### config.mk
export PLATFORM = sky130hd
export DESIGN_NAME = imhq_ram
export DESIGN_NICKNAME = d
export VERILOG_FILES = /design/src/hdl/indexed_min_heap_queue_top_assert.svh /design/src/hdl/imhq_ram.sv
export SDC_FILE = /design/constraint.sdc
export NUM_CORES = 2
export LEC_CHECK = 0
export BUFFER_PORTS_ARGS = -buffer_cell sky130_fd_sc_hd__buf_2
export CORE_ASPECT_RATIO = 0.8
export CORE_MARGIN = 8
export CORE_UTILIZATION = 55
export DETAILED_ROUTE_END_ITERATION = 16
export PLACE_DENSITY_LB_ADDON = 0.2
export SYNTH_ARGS = -nofsm -noshare
export SYNTH_HDL_FRONTEND = slang
export SYNTH_SLANG_ARGS = --single-unit
### constraint.sdc
create_clock -name clk -period 3.8 [get_ports clk]
set_input_delay 0.38 -clock clk [delete_from_list [all_inputs] [get_ports clk]]
set_output_delay 0.38 -clock clk [all_outputs]
set_load 0.05 [all_outputs]
### src/hdl/indexed_min_heap_queue_top_assert.svh
// ----------------------------------------------------------------------------
// indexed_min_heap_queue_top_assert
// Assertion macros for the indexed min-heap queue.
// ----------------------------------------------------------------------------
`ifndef INDEXED_MIN_HEAP_QUEUE_TOP_ASSERT_SVH
`define INDEXED_MIN_HEAP_QUEUE_TOP_ASSERT_SVH

// Checks that a property holds at every clock edge outside reset.
`define IMHQ_ASSERT(lbl, prop, msg) \
  lbl: assert property (@(posedge clk) disable iff (!rst_n) (prop)) else $error(msg);

// Checks that a cause is followed by an effect in the next cycle.
`define IMHQ_ASSERT_NEXT(lbl, cause, effect, msg) \
  lbl: assert property (@(posedge clk) disable iff (!rst_n) (cause) |=> (effect)) \
    else $error(msg);

`endif

### src/hdl/imhq_ram.sv
// ----------------------------------------------------------------------------
// imhq_ram
// Generic single-write, single-read RAM with a registered read port.
// ----------------------------------------------------------------------------
module imhq_ram #(
  parameter int WIDTH = 8,
  parameter int DEPTH = 256
) (
  input  logic                     clk,
  input  logic                     we,
  input  logic [$clog2(DEPTH)-1:0] waddr,
  input  logic [WIDTH-1:0]         wdata,
  input  logic [$clog2(DEPTH)-1:0] raddr,
  output logic [WIDTH-1:0]         rdata
);

  logic [WIDTH-1:0] mem [DEPTH];

  // Write port and registered read port.
  always_ff @(posedge clk) begin
    if (we) begin
      mem[waddr] <= wdata;
    end
    rdata <= mem[raddr];
  end

endmodule

==> results.txt <==
Final WS setup: 0.529 ns
placed cells: 5,747
crit path kind: input port to flip-flop
crit-path max FO: 23
Post-Route WL: 196 mm
# resized after CTS: 0
Setup WS pre-CTS: -0.0616 ns
vias in the first global route: 39,300
fraction of layout cells with a size suffix above 1: 25.6%
gpl congestion: 0.855
Cells on Worst Hold Path: 1
Pins Over Slew Limit: 0
Residual DRC: 0
CTS tree: built
reg-to-reg slack, setup: 0.57 ns
FF+latch count, synth: 2,056
syn_area_per_cell: 21.3 um^2
max_slew headroom: 2.77%
Post-Syn Instances: 3,733
critical path arrival: 3.89 ns
worst slew pin tran: 1.45 ns
CTS HTree Levels: 4
power per cell area: 513 mW/mm^2
die area: 0.157 mm^2
count of cell types in the netlist: 55
reg2reg start: mem[76][7]$_DFFE_PP_
crit-path max cell delay: 1.12 ns
Synth top area share: 77.3%
DIE WIDTH: 441 um
RSZ-0062 raised after global routing: false
Layout area overhead: 12.6%
Max rail drop VDD: 0.000478 V
Reg-to-Reg End: rdata[7]$_DFF_P_
pin count of the biggest net entering global routing: 133
CTS buffer count: 186
R2R cell count: 6
CP Launch Type: input port
first-pass GRT wire length: 283 mm
DP Wirelength: 124 mm
number of enable flip-flop cells after synthesis: 2,048
fraction of registers with async set/reset: 0%
total gr overflow: 0
highest clock rate: 0.306 GHz
synth top area cells: edfxtp_1 77%, mux4_2 13%, mux2i_1 1.7%, nor2_1 1.3%, a22oi_1 1.3%
HP Start: wdata[4]
Post-CTS Setup Bufs: 0
port bufs: 33
non-filler instance count after layout: 6,088
register area share after synthesis: 77.5%
clk buf depth: 3
CTS hold repair buffers: 0
initial drt markers: 5,348
Total GRT Usage: 25.0%
nets: 4,056
Root Buffer: clkbuf_16
cell area after synthesis: 0.0796 mm^2
worst hold-check path type: input port to flip-flop
Clock Latency Late Sink: 0.83 ns
Routed Antenna Nets: 0
count of final setup violators: 0
WL/cell: 32.3 um
Final min period: 3.27 ns
outcome: completed
Leakage Power: 0.0281 uW
Pre-antenna DRT Iters: 6
Starting Density: 55.1%
die height: 356 um
setup TNS: 0 ns
initial antenna violation count: 14
I/O pin count: 34
Core Box Area: 0.144 mm^2
final hold slack: 0.0516 ns
skew final: 0.0262 ns
Main synth FF type: edfxtp_1
# clock sinks: 2,056
CP max-delay cell: nor4_1
fillers: 9,808
cell row count: 125
hold endpoint: mem[210][4]$_DFFE_PP_
Hold Fails Final Rpt: 0
Final Cycle Share: 86.1%
area leader, netlist: edfxtp_1
CP Capture Type: flip-flop
Worst-path clk slew: 0.06 ns
net count after synthesis: 3,759
crit-path cells: buf_2 -> nor2_4 -> buf_4 -> a22oi_1 -> a21oi_1 -> nor4_1 -> buf_4 -> nor4_1
Crit path required time: 4.42 ns
Via Count: 39,900
maximum capacitance violations: 0
Design Power: 45,900 uW
Warnings, synthesis: 0
vias per inst: 6.56
==> how the worst max path moves through the flow <==
stage                     slack [ns]                 start                to  depth (start not counted)
after floorplan                 1.48              raddr[0]  rdata[2]$_DFF_P_                          9
after global placement          -0.1              raddr[0]  rdata[7]$_DFF_P_                          8
after detailed placement       -0.06              raddr[0]  rdata[7]$_DFF_P_                          8
after CTS                       0.69  mem[72][7]$_DFFE_PP_  rdata[7]$_DFF_P_                          6
after global routing            0.52  mem[76][7]$_DFFE_PP_  rdata[7]$_DFF_P_                          6
final                           0.53              raddr[4]  rdata[1]$_DFF_P_                          8
==> final cells by class <==
| cell class | instances | area [um^2] | share of cell area (%) |
|---|---|---|---|
| clock buffer | 246 | 5090 | 5.68 |
| timing repair buffer | 342 | 3070 | 3.43 |
| inverter | 2 | 7.51 | 0.00838 |
| tap | 1905 | 2380 | 2.66 |
| antenna | 7 | 17.5 | 0.0196 |
| sequential | 2056 | 61700 | 68.9 |
| clock inverter | 88 | 835 | 0.932 |
| multi-input combinational | 1442 | 16500 | 18.4 |
==> kinds of logic (layout without fill, tap and decap cells) <==
group | count (synthesis) | in the layout | share of synthesized area, %
flip-flops | 2056 | 2056 | 77.5
multiplexers | 591 | 591 | 14.6
AND/OR/NAND/NOR | 466 | 466 | 2.63
AO/OA/AOI/OAI | 385 | 385 | 3.42
buffers and inverters | 235 | 678 | 1.83
other | 0 | 7 | 0
==> critical path: cells and delay by family <==
kind            cells  cell delay (ns)
buf+inv             3             1.32
compound gates      2             0.55
simple gates        3             1.51
==> layout by cell type (no fill, tap or decap), types with 8 or more instances in the layout <==
cell type and n:
clkbuf_16 193, o21ai_0 10, mux2i_1 134, dfxtp_1 8, buf_4 272, o211ai_1 10, clkinv_1 34, buf_12 39
nor3_1 22, clkbuf_8 9, edfxtp_1 2048, nor2_1 279, o22ai_1 28, a21oi_1 96, a22o_1 8, clkbuf_1 47
o221ai_1 46, buf_2 21, a22oi_1 133, nand3_1 34, nor4_1 24, nor2b_1 28, bufinv_16 15, mux4_2 454
nand2b_1 8, a221oi_1 13, nand2_1 33, clkinv_2 30, a211oi_1 16, nand4_1 10
==> metal layers <==
layer / track usage (%) / part of all wire, % / vias to the layer above
li1: - / - / 16300
met1: 38.2 / 42 / 21200
met2: 36.8 / 45 / 2067
met3: 5.16 / 9.7 / 303
met4: 7.59 / 2.9 / 6
met5: 0 / 0.021 / -
==> flip-flops by register name, indices dropped and copies added, names as in the netlist <==
register	flops
mem	2048
rdata	8
==> cell usage after synthesis (3+ instances only) <==
| cell | instances |
|---|---|
| buf_12 | 8 |
| nor4_2 | 3 |
| nor4_1 | 24 |
| o221ai_1 | 46 |
| nor2_1 | 282 |
| buf_8 | 13 |
| buf_6 | 21 |
| nor2b_1 | 31 |
| o32ai_1 | 4 |
| o211ai_1 | 10 |
| a22o_1 | 8 |
| nor3_1 | 22 |
| mux4_2 | 454 |
| a21oi_1 | 96 |
| or2_2 | 4 |
| a211oi_1 | 16 |
| buf_4 | 27 |
| a22oi_1 | 133 |
| dfxtp_1 | 8 |
| nand2_1 | 33 |
| o21ai_0 | 10 |
| nand4_1 | 10 |
| o22a_1 | 5 |
| a221oi_1 | 13 |
| o22ai_1 | 28 |
| buf_1 | 22 |
| clkbuf_1 | 111 |
| nand3_1 | 34 |
| mux2i_1 | 134 |
| buf_2 | 31 |
| edfxtp_1 | 2048 |
| and2_1 | 6 |
| nand2b_1 | 8 |
==> through the flow <==
stage / cell area [um^2] / utilization, %
floorplan: 79600 / -
global placement: 83600 / 57.9
detailed placement: 83600 / 57.9
CTS: 89500 / 62.0
global route: 89500 / 62.0
finish: 89600 / 62.0
==> where the power goes <==
| part | leakage, uW | total (uW) | internal (uW) | switching [uW] |
|---|---|---|---|---|
| registers | 0.0185 | 25000 | 25000 | 49.9 |
| logic | 0.00670 | 2400 | 844 | 1550 |
| clock network | 0.00290 | 18500 | 10400 | 8090 |
No activity file was read; power rests on OpenSTA's default activity.
